File: src/hdl/btrb_pkg.sv
// Shared constants, request codes, command/status structs and helpers for the bin tree map.
package btrb_pkg;

  localparam int unsigned MaxLayers = 10;
  localparam int unsigned BinW      = MaxLayers + 1;
  localparam int unsigned MapDepth  = 2 ** BinW;
  localparam int unsigned CurW      = BinW + 2;
  localparam int unsigned LayerW    = 4;
  localparam int unsigned ReqW      = 3;

  localparam logic [ReqW-1:0] REQ_SET         = 3'd0;
  localparam logic [ReqW-1:0] REQ_RESET       = 3'd1;
  localparam logic [ReqW-1:0] REQ_QUERY       = 3'd2;
  localparam logic [ReqW-1:0] REQ_FIND_EMPTY  = 3'd3;
  localparam logic [ReqW-1:0] REQ_FIND_FILLED = 3'd4;
  localparam logic [ReqW-1:0] REQ_COVER       = 3'd5;

  typedef enum logic [2:0] {
    RD_CUR,
    RD_PARENT,
    RD_SIB,
    RD_LEFT,
    RD_ROOT,
    RD_ADDR
  } rd_sel_e;

  typedef enum logic [2:0] {
    CUR_HOLD,
    CUR_UP,
    CUR_RIGHT,
    CUR_DESC,
    CUR_RESTORE
  } cur_op_e;

  typedef struct packed {
    logic    load;
    logic    rd_en;
    rd_sel_e rd_sel;
    logic    wr_any;
    logic    wr_all;
    logic    wr_val;
    logic    wr_iv;
    logic    wr_sweep;
    cur_op_e cur_op;
    logic    desc_left;
    logic    iv_init;
    logic    iv_and;
    logic    set_found;
    logic    sw_init;
    logic    sw_inc;
    logic    out_load;
    logic    out_zero;
  } cmd_t;

  typedef struct packed {
    logic [ReqW-1:0] req;
    logic            invalid;
    logic            is_root;
    logic            rd_any;
    logic            rd_all;
    logic            iv;
    logic            cur_is_root;
    logic            layer_lt_rl;
    logic            layer_zero;
    logic            nx_over_top;
    logic            sw_last;
  } status_t;

  // layer of a bin = count of trailing ones
  function automatic logic [LayerW-1:0] layer_of(input logic [BinW-1:0] b);
    logic [LayerW-1:0] l;
    logic              run;
    l   = '0;
    run = 1'b1;
    for (int k = 0; k < BinW; k++) begin
      if (run && b[k]) begin
        l = l + 1'b1;
      end else begin
        run = 1'b0;
      end
    end
    return l;
  endfunction

endpackage

File: src/hdl/btrb_ctrl.sv
// Controller: sequences tree walks, subtree sweeps and the clearing pass.
module btrb_ctrl (
  input  logic              clk_i,
  input  logic              rst_ni,
  input  logic              in_valid_i,
  output logic              in_ready_o,
  output logic              out_valid_o,
  input  logic              out_ready_i,
  input  btrb_pkg::status_t status_i,
  output btrb_pkg::cmd_t    cmd_o
);

  localparam logic [4:0] S_CLR   = 5'd0;
  localparam logic [4:0] S_IDLE  = 5'd1;
  localparam logic [4:0] S_DISP  = 5'd2;
  localparam logic [4:0] S_SA    = 5'd3;
  localparam logic [4:0] S_BREAD = 5'd4;
  localparam logic [4:0] S_SB0   = 5'd5;
  localparam logic [4:0] S_SBP   = 5'd6;
  localparam logic [4:0] S_SBC   = 5'd7;
  localparam logic [4:0] S_RA    = 5'd8;
  localparam logic [4:0] S_RAS   = 5'd9;
  localparam logic [4:0] S_RB    = 5'd10;
  localparam logic [4:0] S_SUB   = 5'd11;
  localparam logic [4:0] S_FE0   = 5'd12;
  localparam logic [4:0] S_FEL   = 5'd13;
  localparam logic [4:0] S_FER   = 5'd14;
  localparam logic [4:0] S_DCK   = 5'd15;
  localparam logic [4:0] S_DCH   = 5'd16;
  localparam logic [4:0] S_DRD   = 5'd17;
  localparam logic [4:0] S_FF0   = 5'd18;
  localparam logic [4:0] S_FFS   = 5'd19;
  localparam logic [4:0] S_FFC   = 5'd20;
  localparam logic [4:0] S_CV0   = 5'd21;
  localparam logic [4:0] S_CVL   = 5'd22;
  localparam logic [4:0] S_CVP   = 5'd23;
  localparam logic [4:0] S_FRD   = 5'd24;
  localparam logic [4:0] S_FIN   = 5'd25;
  localparam logic [4:0] S_ZERO  = 5'd26;

  logic [4:0] state_q, state_d;
  logic       out_valid_q, out_valid_d;
  logic       out_free;

  assign out_free    = ~out_valid_q | out_ready_i;
  assign in_ready_o  = state_q == S_IDLE;
  assign out_valid_o = out_valid_q;

  always_comb begin
    state_d = state_q;
    cmd_o   = '0;
    unique case (state_q)
      S_CLR: begin
        cmd_o.wr_sweep = 1'b1;
        cmd_o.wr_any   = 1'b1;
        cmd_o.wr_all   = 1'b1;
        cmd_o.sw_inc   = 1'b1;
        if (status_i.sw_last) state_d = S_IDLE;
      end
      S_IDLE: begin
        if (in_valid_i) begin
          cmd_o.load = 1'b1;
          state_d    = S_DISP;
        end
      end
      S_DISP: begin
        if (status_i.invalid) begin
          state_d = S_ZERO;
        end else begin
          unique case (status_i.req)
            btrb_pkg::REQ_SET, btrb_pkg::REQ_RESET: begin
              if (status_i.is_root) begin
                cmd_o.sw_init = 1'b1;
                state_d       = S_SUB;
              end else begin
                cmd_o.rd_en  = 1'b1;
                cmd_o.rd_sel = btrb_pkg::RD_CUR;
                state_d      = (status_i.req == btrb_pkg::REQ_SET) ? S_SA : S_RA;
              end
            end
            btrb_pkg::REQ_QUERY: state_d = S_FRD;
            btrb_pkg::REQ_FIND_EMPTY: begin
              cmd_o.rd_en  = 1'b1;
              cmd_o.rd_sel = btrb_pkg::RD_ROOT;
              state_d      = S_FE0;
            end
            btrb_pkg::REQ_FIND_FILLED: begin
              cmd_o.rd_en  = 1'b1;
              cmd_o.rd_sel = btrb_pkg::RD_CUR;
              state_d      = S_FF0;
            end
            btrb_pkg::REQ_COVER: begin
              cmd_o.rd_en  = 1'b1;
              cmd_o.rd_sel = btrb_pkg::RD_CUR;
              state_d      = S_CV0;
            end
            default: state_d = S_ZERO;
          endcase
        end
      end
      // any-map climb on set: mark upward until an already marked node or the root layer
      S_SA: begin
        cmd_o.wr_any = 1'b1;
        cmd_o.wr_val = 1'b1;
        if (!status_i.rd_any && status_i.layer_lt_rl) begin
          cmd_o.rd_en  = 1'b1;
          cmd_o.rd_sel = btrb_pkg::RD_PARENT;
          cmd_o.cur_op = btrb_pkg::CUR_UP;
        end else begin
          cmd_o.cur_op = btrb_pkg::CUR_RESTORE;
          state_d      = S_BREAD;
        end
      end
      S_BREAD: begin
        cmd_o.rd_en  = 1'b1;
        cmd_o.rd_sel = btrb_pkg::RD_CUR;
        state_d      = (status_i.req == btrb_pkg::REQ_SET) ? S_SB0 : S_RB;
      end
      S_SB0: begin
        cmd_o.wr_all  = 1'b1;
        cmd_o.wr_val  = 1'b1;
        cmd_o.iv_init = 1'b1;
        if (!status_i.rd_all && status_i.layer_lt_rl) begin
          cmd_o.rd_en  = 1'b1;
          cmd_o.rd_sel = btrb_pkg::RD_SIB;
          state_d      = S_SBP;
        end else begin
          cmd_o.sw_init = 1'b1;
          state_d       = S_SUB;
        end
      end
      S_SBP: begin
        cmd_o.iv_and = 1'b1;
        cmd_o.rd_en  = 1'b1;
        cmd_o.rd_sel = btrb_pkg::RD_PARENT;
        cmd_o.cur_op = btrb_pkg::CUR_UP;
        state_d      = S_SBC;
      end
      S_SBC: begin
        cmd_o.wr_all = 1'b1;
        cmd_o.wr_iv  = 1'b1;
        // stop once the parent already held the new value
        if (status_i.rd_all != status_i.iv && status_i.layer_lt_rl) begin
          cmd_o.rd_en  = 1'b1;
          cmd_o.rd_sel = btrb_pkg::RD_SIB;
          state_d      = S_SBP;
        end else begin
          cmd_o.sw_init = 1'b1;
          state_d       = S_SUB;
        end
      end
      S_RA: begin
        cmd_o.wr_any = 1'b1;
        if (status_i.rd_any && status_i.layer_lt_rl) begin
          cmd_o.rd_en  = 1'b1;
          cmd_o.rd_sel = btrb_pkg::RD_SIB;
          state_d      = S_RAS;
        end else begin
          cmd_o.cur_op = btrb_pkg::CUR_RESTORE;
          state_d      = S_BREAD;
        end
      end
      S_RAS: begin
        if (status_i.rd_any) begin
          cmd_o.cur_op = btrb_pkg::CUR_RESTORE;
          state_d      = S_BREAD;
        end else begin
          cmd_o.rd_en  = 1'b1;
          cmd_o.rd_sel = btrb_pkg::RD_PARENT;
          cmd_o.cur_op = btrb_pkg::CUR_UP;
          state_d      = S_RA;
        end
      end
      S_RB: begin
        cmd_o.wr_all = 1'b1;
        if (status_i.rd_all && status_i.layer_lt_rl) begin
          cmd_o.rd_en  = 1'b1;
          cmd_o.rd_sel = btrb_pkg::RD_PARENT;
          cmd_o.cur_op = btrb_pkg::CUR_UP;
        end else begin
          cmd_o.sw_init = 1'b1;
          state_d       = S_SUB;
        end
      end
      S_SUB: begin
        cmd_o.wr_sweep = 1'b1;
        cmd_o.wr_any   = 1'b1;
        cmd_o.wr_all   = 1'b1;
        cmd_o.wr_val   = status_i.req == btrb_pkg::REQ_SET;
        cmd_o.sw_inc   = 1'b1;
        if (status_i.sw_last) state_d = S_FRD;
      end
      S_FE0: begin
        if (status_i.rd_all) begin
          state_d = S_FRD;
        end else begin
          cmd_o.rd_en  = 1'b1;
          cmd_o.rd_sel = btrb_pkg::RD_CUR;
          state_d      = S_FEL;
        end
      end
      // scan right and up over wholly filled subtrees
      S_FEL: begin
        if (!status_i.rd_any) begin
          cmd_o.set_found = 1'b1;
          state_d         = S_FRD;
        end else if (!status_i.rd_all) begin
          state_d = S_DCK;
        end else if (status_i.nx_over_top) begin
          state_d = S_FRD;
        end else begin
          cmd_o.cur_op = btrb_pkg::CUR_RIGHT;
          state_d      = S_FER;
        end
      end
      S_FER: begin
        cmd_o.rd_en  = 1'b1;
        cmd_o.rd_sel = btrb_pkg::RD_CUR;
        state_d      = status_i.cur_is_root ? S_DCK : S_FEL;
      end
      S_DCK: begin
        if (!status_i.rd_any) begin
          cmd_o.set_found = 1'b1;
          state_d         = S_FRD;
        end else if (status_i.layer_zero) begin
          state_d = S_FRD;
        end else begin
          cmd_o.rd_en  = 1'b1;
          cmd_o.rd_sel = btrb_pkg::RD_LEFT;
          state_d      = S_DCH;
        end
      end
      S_DCH: begin
        cmd_o.cur_op    = btrb_pkg::CUR_DESC;
        cmd_o.desc_left = ~status_i.rd_all;
        state_d         = S_DRD;
      end
      S_DRD: begin
        cmd_o.rd_en  = 1'b1;
        cmd_o.rd_sel = btrb_pkg::RD_CUR;
        state_d      = S_DCK;
      end
      S_FF0: begin
        state_d = status_i.rd_any ? S_FFS : S_FRD;
      end
      S_FFS: begin
        if (status_i.layer_zero) begin
          cmd_o.set_found = 1'b1;
          state_d         = S_FRD;
        end else begin
          cmd_o.rd_en  = 1'b1;
          cmd_o.rd_sel = btrb_pkg::RD_LEFT;
          state_d      = S_FFC;
        end
      end
      S_FFC: begin
        cmd_o.cur_op    = btrb_pkg::CUR_DESC;
        cmd_o.desc_left = status_i.rd_any;
        state_d         = S_FFS;
      end
      S_CV0: begin
        if (!status_i.rd_all) begin
          cmd_o.set_found = 1'b1;
          state_d         = S_FRD;
        end else begin
          state_d = S_CVL;
        end
      end
      S_CVL: begin
        if (status_i.cur_is_root) begin
          cmd_o.set_found = 1'b1;
          state_d         = S_FRD;
        end else begin
          cmd_o.rd_en  = 1'b1;
          cmd_o.rd_sel = btrb_pkg::RD_PARENT;
          state_d      = S_CVP;
        end
      end
      S_CVP: begin
        if (!status_i.rd_all) begin
          cmd_o.set_found = 1'b1;
          state_d         = S_FRD;
        end else begin
          cmd_o.cur_op = btrb_pkg::CUR_UP;
          state_d      = S_CVL;
        end
      end
      S_FRD: begin
        cmd_o.rd_en  = 1'b1;
        cmd_o.rd_sel = btrb_pkg::RD_ADDR;
        state_d      = S_FIN;
      end
      S_FIN: begin
        if (out_free) begin
          cmd_o.out_load = 1'b1;
          state_d        = S_IDLE;
        end
      end
      S_ZERO: begin
        if (out_free) begin
          cmd_o.out_load = 1'b1;
          cmd_o.out_zero = 1'b1;
          state_d        = S_IDLE;
        end
      end
      default: state_d = S_IDLE;
    endcase
  end

  always_comb begin
    out_valid_d = out_valid_q;
    if (out_ready_i) out_valid_d = 1'b0;
    if (cmd_o.out_load) out_valid_d = 1'b1;
  end

  always_ff @(posedge clk_i or negedge rst_ni) begin
    if (!rst_ni) begin
      state_q     <= S_CLR;
      out_valid_q <= 1'b0;
    end else begin
      state_q     <= state_d;
      out_valid_q <= out_valid_d;
    end
  end

endmodule

File: config.mk
export PLATFORM = sky130hd
export DESIGN_NAME = btrb_ctrl
export DESIGN_NICKNAME = d
export VERILOG_FILES = /design/src/hdl/btrb_pkg.sv /design/src/hdl/btrb_ctrl.sv
export SDC_FILE = /design/constraint.sdc
export NUM_CORES = 1
export LEC_CHECK = 0
export BUFFER_PORTS_ARGS = -buffer_cell sky130_fd_sc_hd__buf_2
export CORE_MARGIN = 2
export CORE_UTILIZATION = 57
export DETAILED_ROUTE_END_ITERATION = 10
export GPL_ROUTABILITY_DRIVEN = 0
export PLACE_DENSITY_LB_ADDON = 0.1
export SETUP_SLACK_MARGIN = 0.02
export SLEW_MARGIN = 30
export SYNTH_ARGS = -nofsm -noshare
export SYNTH_HDL_FRONTEND = slang
export SYNTH_SLANG_ARGS = --single-unit
File: constraint.sdc
create_clock -name clk_i -period 3.4 [get_ports clk_i]
set_clock_uncertainty 0.1 [all_clocks]
set_input_delay 0.68 -clock clk_i [delete_from_list [all_inputs] [get_ports clk_i]]
set_output_delay 0.68 -clock clk_i [all_outputs]
set_load 0.05 [all_outputs]
-- After elaboration in Yosys (flattened, before gate mapping)
Index checks and enable logic that the tools add are counted.
- register bits: 6
- input bits: 17
- output and inout bits: 23
- word-level logic and storage cells: 143
- eq/ne operators: 38
- muxes and demuxes: 78
- bitwise operators: 3
- reductions and logical operators: 22
- operators with widths (operator ; number):
    5-bit case mux with 25 select lines ; 1
    4-bit 2-to-1 mux ; 24
    5-bit 2-to-1 mux ; 12
    4-bit case mux with 14 select lines ; 1
    5-bit equality test (second input constant) ; 11
    5-bit by 4-bit equality test with 1-bit output (second input constant) ; 8
    5-bit case mux with 5 select lines ; 1
    1-bit 2-to-1 mux ; 24
    3-bit case mux with 8 select lines ; 1
    5-bit by 3-bit equality test with 1-bit output (second input constant) ; 4
    2-bit OR reduction ; 8
    4-bit case mux with 3 select lines ; 1
    5-bit by 2-bit equality test with 1-bit output (second input constant) ; 2
    2-bit 2-to-1 mux ; 5
    2-bit inequality test (second input constant) ; 5
    3-bit 2-to-1 mux ; 3
    1-bit case mux with 4 select lines ; 2
    3-bit by 2-bit equality test with 1-bit output (second input constant) ; 2
    3-bit equality test (second input constant) ; 2
    1-bit case mux with 2 select lines ; 3
    6-bit AND reduction ; 1
    5-bit by 1-bit equality test with 1-bit output (second input constant) ; 1
    1-bit logical AND ; 5
    5-bit zero test ; 1
    11 further kinds ; 13

-- Depth between registers and ports, before layout
- depth after elaboration: 6
- mapped depth: 8
- depth with buffers taken out: 5

-- Worst setup path before layout
No wires, ideal clock.
- kind: input to output
- start point: input port status_i[11] (netlist name)
- end point: output port cmd_o[13] (netlist name)
- arrival: 2456 ps
- data required time: 2620 ps
- slack: 164 ps
- stages on the path: 4
- path buffers: 1
- cell sequence: clkbuf_1 or3_4 o22a_2 nor3_1
- RTL lines (element ; line ; text):
    from (decl) ; btrb_ctrl.sv:9 ; input btrb_pkg::status_t status_i,
    to (decl) ; btrb_ctrl.sv:10 ; output btrb_pkg::cmd_t cmd_o

==> impl_metrics.py <==
metrics = {
    "status": {
        "status": "finished, final reports clean",
    },
    "worst_setup_path": {
        "r2r_end": "state_q[3]",
        "reg2reg_slack_ns": 1.19,
        "worst-endpoint-required_ns": 2.62,
        "worst_ep_arrival_time_ns": 2.29,
        "critPathLaunchType": "flop",
        "critical_path.startpoint": "state_q[0]",
        "end_kind": "output port",
        "number_of_cells_on_the_worst_reg_to_reg_path": 6,
        "critPathKind": "reg -> out",
        "reg2reg_from": "state_q[0]",
        "critPathMaxFanout": 15,
    },
    "detailed_routing": {
        "detailedRoute.firstPassIterationCount": 5,
        "drc": 0,
        "detail_route.wl_per_cell_um": 17.9,
        "routed_wirelength_um": 4810,
        "final_antenna_net_count": 0,
        "drtIter0Drc": 108,
        "routed-via-count": 1913,
        "viasPerCell": 7.11,
    },
    "die": {
        "floorplan.die.width_um": 54.7,
        "core_um2": 2450,
        "initial_core_utilization": 0.597,
        "ios": 40,
        "die_h_um": 54.7,
        "die_area_um2": 2990,
        "num_rows": 18,
    },
    "clocking": {
        "cts_buffers": 3,
        "register_clock_pin_slew_on_the_reported_worst_setup_and_hold_paths_ns": 0.04,
        "insertion_delay_ns": 0.24,
        "cts_tree": "built",
        "cts.sink_count": 6,
        "hold_fix_buffers_at_cts": 0,
        "clockBufferDepth": 2,
        "cts.root.buffer_cell": "clkbuf_4",
        "cts_max_level": 1,
    },
    "final_layout": {
        "final_nets": 258,
        "post_route_cells_drive_above_1_share": 0.272,
        "area.growth.synth_to_final_pct": 10.9,
        "stdcell_area_um2": 1630,
        "antenna_cells_inserted": 0,
        "number_of_cells_in_the_finished_layout_apart_from_fillers": 269,
        "final_core_util": 0.662,
    },
    "synthesis": {
        "ys.flop_type": "dfrtp_1",
        "postSynthCellCount": 211,
        "synth.net_count": 228,
        "synth.yosys.warnings": 0,
        "yosys.cell_types.count": 62,
        "post_synth.cell_area_avg_um2": 6.94,
        "yosys_register_bits": 6,
        "cell_area_after_synthesis_um2": 1470,
        "synth.yosys.seq_area_share": 0.102,
        "synth-edff-count": 0,
        "synth-async-reset-ratio": 1.00,
    },
    "timing": {
        "timing.final.max_slew_violations": 0,
        "timing.final.crit_period_ns": 3.07,
        "worstMarginPinSlew_ns": 0.488,
        "timing.final.hold_violations": 0,
        "fmaxAchievable_mhz": 325,
        "setup_total_negative_slack_ns": 0,
        "setup_violations": 0,
        "period_share": 0.904,
        "maxSlewHeadroom": 0.675,
        "rsz_0062_raised_after_global_routing": "false",
    },
    "global_routing": {
        "grt_start_max_net_pins": 27,
        "global_route.overflow_total": 0,
        "grt_pass1_vias": 1666,
        "grt_first_pass_wirelength_um": 7690,
        "grt.total_usage": 0.352,
        "antenna_violations_before_repair": 0,
    },
    "placement": {
        "placement.io_buffers": 39,
        "place_hpwl_um": 3670,
        "dpl-instance-area_um2": 1600,
        "dpl.cell_count": 266,
    },
    "min_path": {
        "hold_class": "in -> async",
    },
    "power_and_ir_drop": {
        "pwr_density_cell_nw_per_um2": 945,
        "vdd.ir_drop.worst_uv": 881,
        "total_power_mw": 1.54,
        "power_leakage_nw": 0.702,
    },
    "job": {
        "max_cap_violations": 0,
    },
}
## cells by family after synthesis
| kind of cell | share of synthesized area |
|---|---|
| simple gates | 0.406 |
| compound gates | 0.340 |
| buf+inv | 0.127 |
| flops | 0.102 |
| xor+xnor | 0.0239 |
## cells in the mapped netlist, types with 4 or more instances
cell type | count | area (µm²)
nand2_1 | 19 | 71.3
nor2_1 | 19 | 71.3
a21oi_1 | 11 | 55.1
buf_2 | 11 | 55.1
nor3_1 | 10 | 50.1
nand3_1 | 8 | 40.0
o21ai_0 | 8 | 40.0
nand2b_1 | 7 | 43.8
buf_6 | 6 | 67.6
dfrtp_1 | 6 | 150
nor2b_1 | 6 | 37.5
a211oi_1 | 5 | 37.5
and3_1 | 5 | 31.3
inv_1 | 5 | 18.8
nor4_1 | 5 | 31.3
o22ai_1 | 5 | 31.3
a31oi_1 | 4 | 25.0
buf_4 | 4 | 30.0
nand4_1 | 4 | 25.0
## power by group
| group | switching [mW] | internal (mW) | total (mW) | leakage (nW) |
|---|---|---|---|---|
| logic | 0.893 | 0.403 | 1.30 | 0.611 |
| clock network | 0.0235 | 0.0398 | 0.0633 | 0.0138 |
| registers | 0.0769 | 0.0986 | 0.175 | 0.0770 |
| total | 0.994 | 0.541 | 1.54 | 0.702 |
## state kept, by name, summed over array words and instances (netlist names)
register / count
state_q: 5
out_valid_o: 1
## timing repair
| action | CTS | global route |
|---|---|---|
| buffers inserted | 0 | 0 |
| gates resized for setup | 0 | 1 |
| endpoints found under the setup margin | 0 | 1 |
## placed cells by master (no fill, tap or decap), types with 2 or more instances in the layout
cell type,netlist,routed
clkbuf_4,0,3
buf_2,11,39
nand4b_1,2,2
a221oi_2,2,2
nor3_1,10,10
or3_1,2,2
nor2_1,19,19
inv_1,5,5
nand2_1,19,19
a21oi_1,11,11
nand4_1,4,4
o32ai_1,3,3
inv_2,3,3
o21ai_1,2,2
and3_1,5,5
o211ai_1,3,3
xnor2_1,3,3
and2b_1,3,3
nand2b_1,7,7
a211o_1,2,2
o21ai_0,8,8
a32oi_1,2,2
a31oi_1,4,4
o21a_1,2,2
o22ai_1,5,5
dfrtp_1,6,5
and2_1,3,3
nor4_1,5,5
buf_4,4,8
nand3_1,8,8
a211oi_1,5,5
nor3b_1,2,2
nor2b_1,6,6
## worst max path at each step
stage	end	slack [ns]	cells after the start
2_1_floorplan	cmd_o[13]	0.16	4
3_3_place_gp	cmd_o[19]	0.57	7
3_5_place_dp	cmd_o[19]	0.52	6
4_1_cts	cmd_o[19]	0.26	6
5_1_grt	cmd_o[19]	0.15	6
6_report	cmd_o[19]	0.33	7
## worst max-delay path, cell delays in order (launching register included)
cell,delay [ns]
dfrtp_1,0.57
buf_4,0.28
nor3b_1,0.27
o2111ai_2,0.22
o21ai_0,0.22
a21oi_1,0.11
o211ai_1,0.10
buf_2,0.29
## layer usage
layer	global-route usage	up-vias	wire [µm]
li1	-	855	-
met3	0.0792	36	644
met2	0.540	168	2140
met4	0.196	0	227
met5	0	-	0
met1	0.451	854	1800
## metrics by stage
| step | worst slack, ns | hold WS, ns |
|---|---|---|
| 2_1_floorplan | 0.164 | 0.284 |
| 3_3_place_gp | 0.569 | 0.401 |
| 3_5_place_dp | 0.516 | 0.408 |
| 4_1_cts | 0.263 | 0.151 |
| 5_1_grt | 0.149 | 0.149 |
| 6_report | 0.325 | 0.155 |
## area by class of cell
class                           instances  area (µm²)
Fill cell                             222         830
Inverter                                8        30.0
Timing Repair Buffer                   47         255
Tap cell                               30        37.5
Clock buffer                            3        22.5
Sequential cell                         6         151
Multi-Input combinational cell        175        1130
No activity file was read; power rests on OpenSTA's default activity.
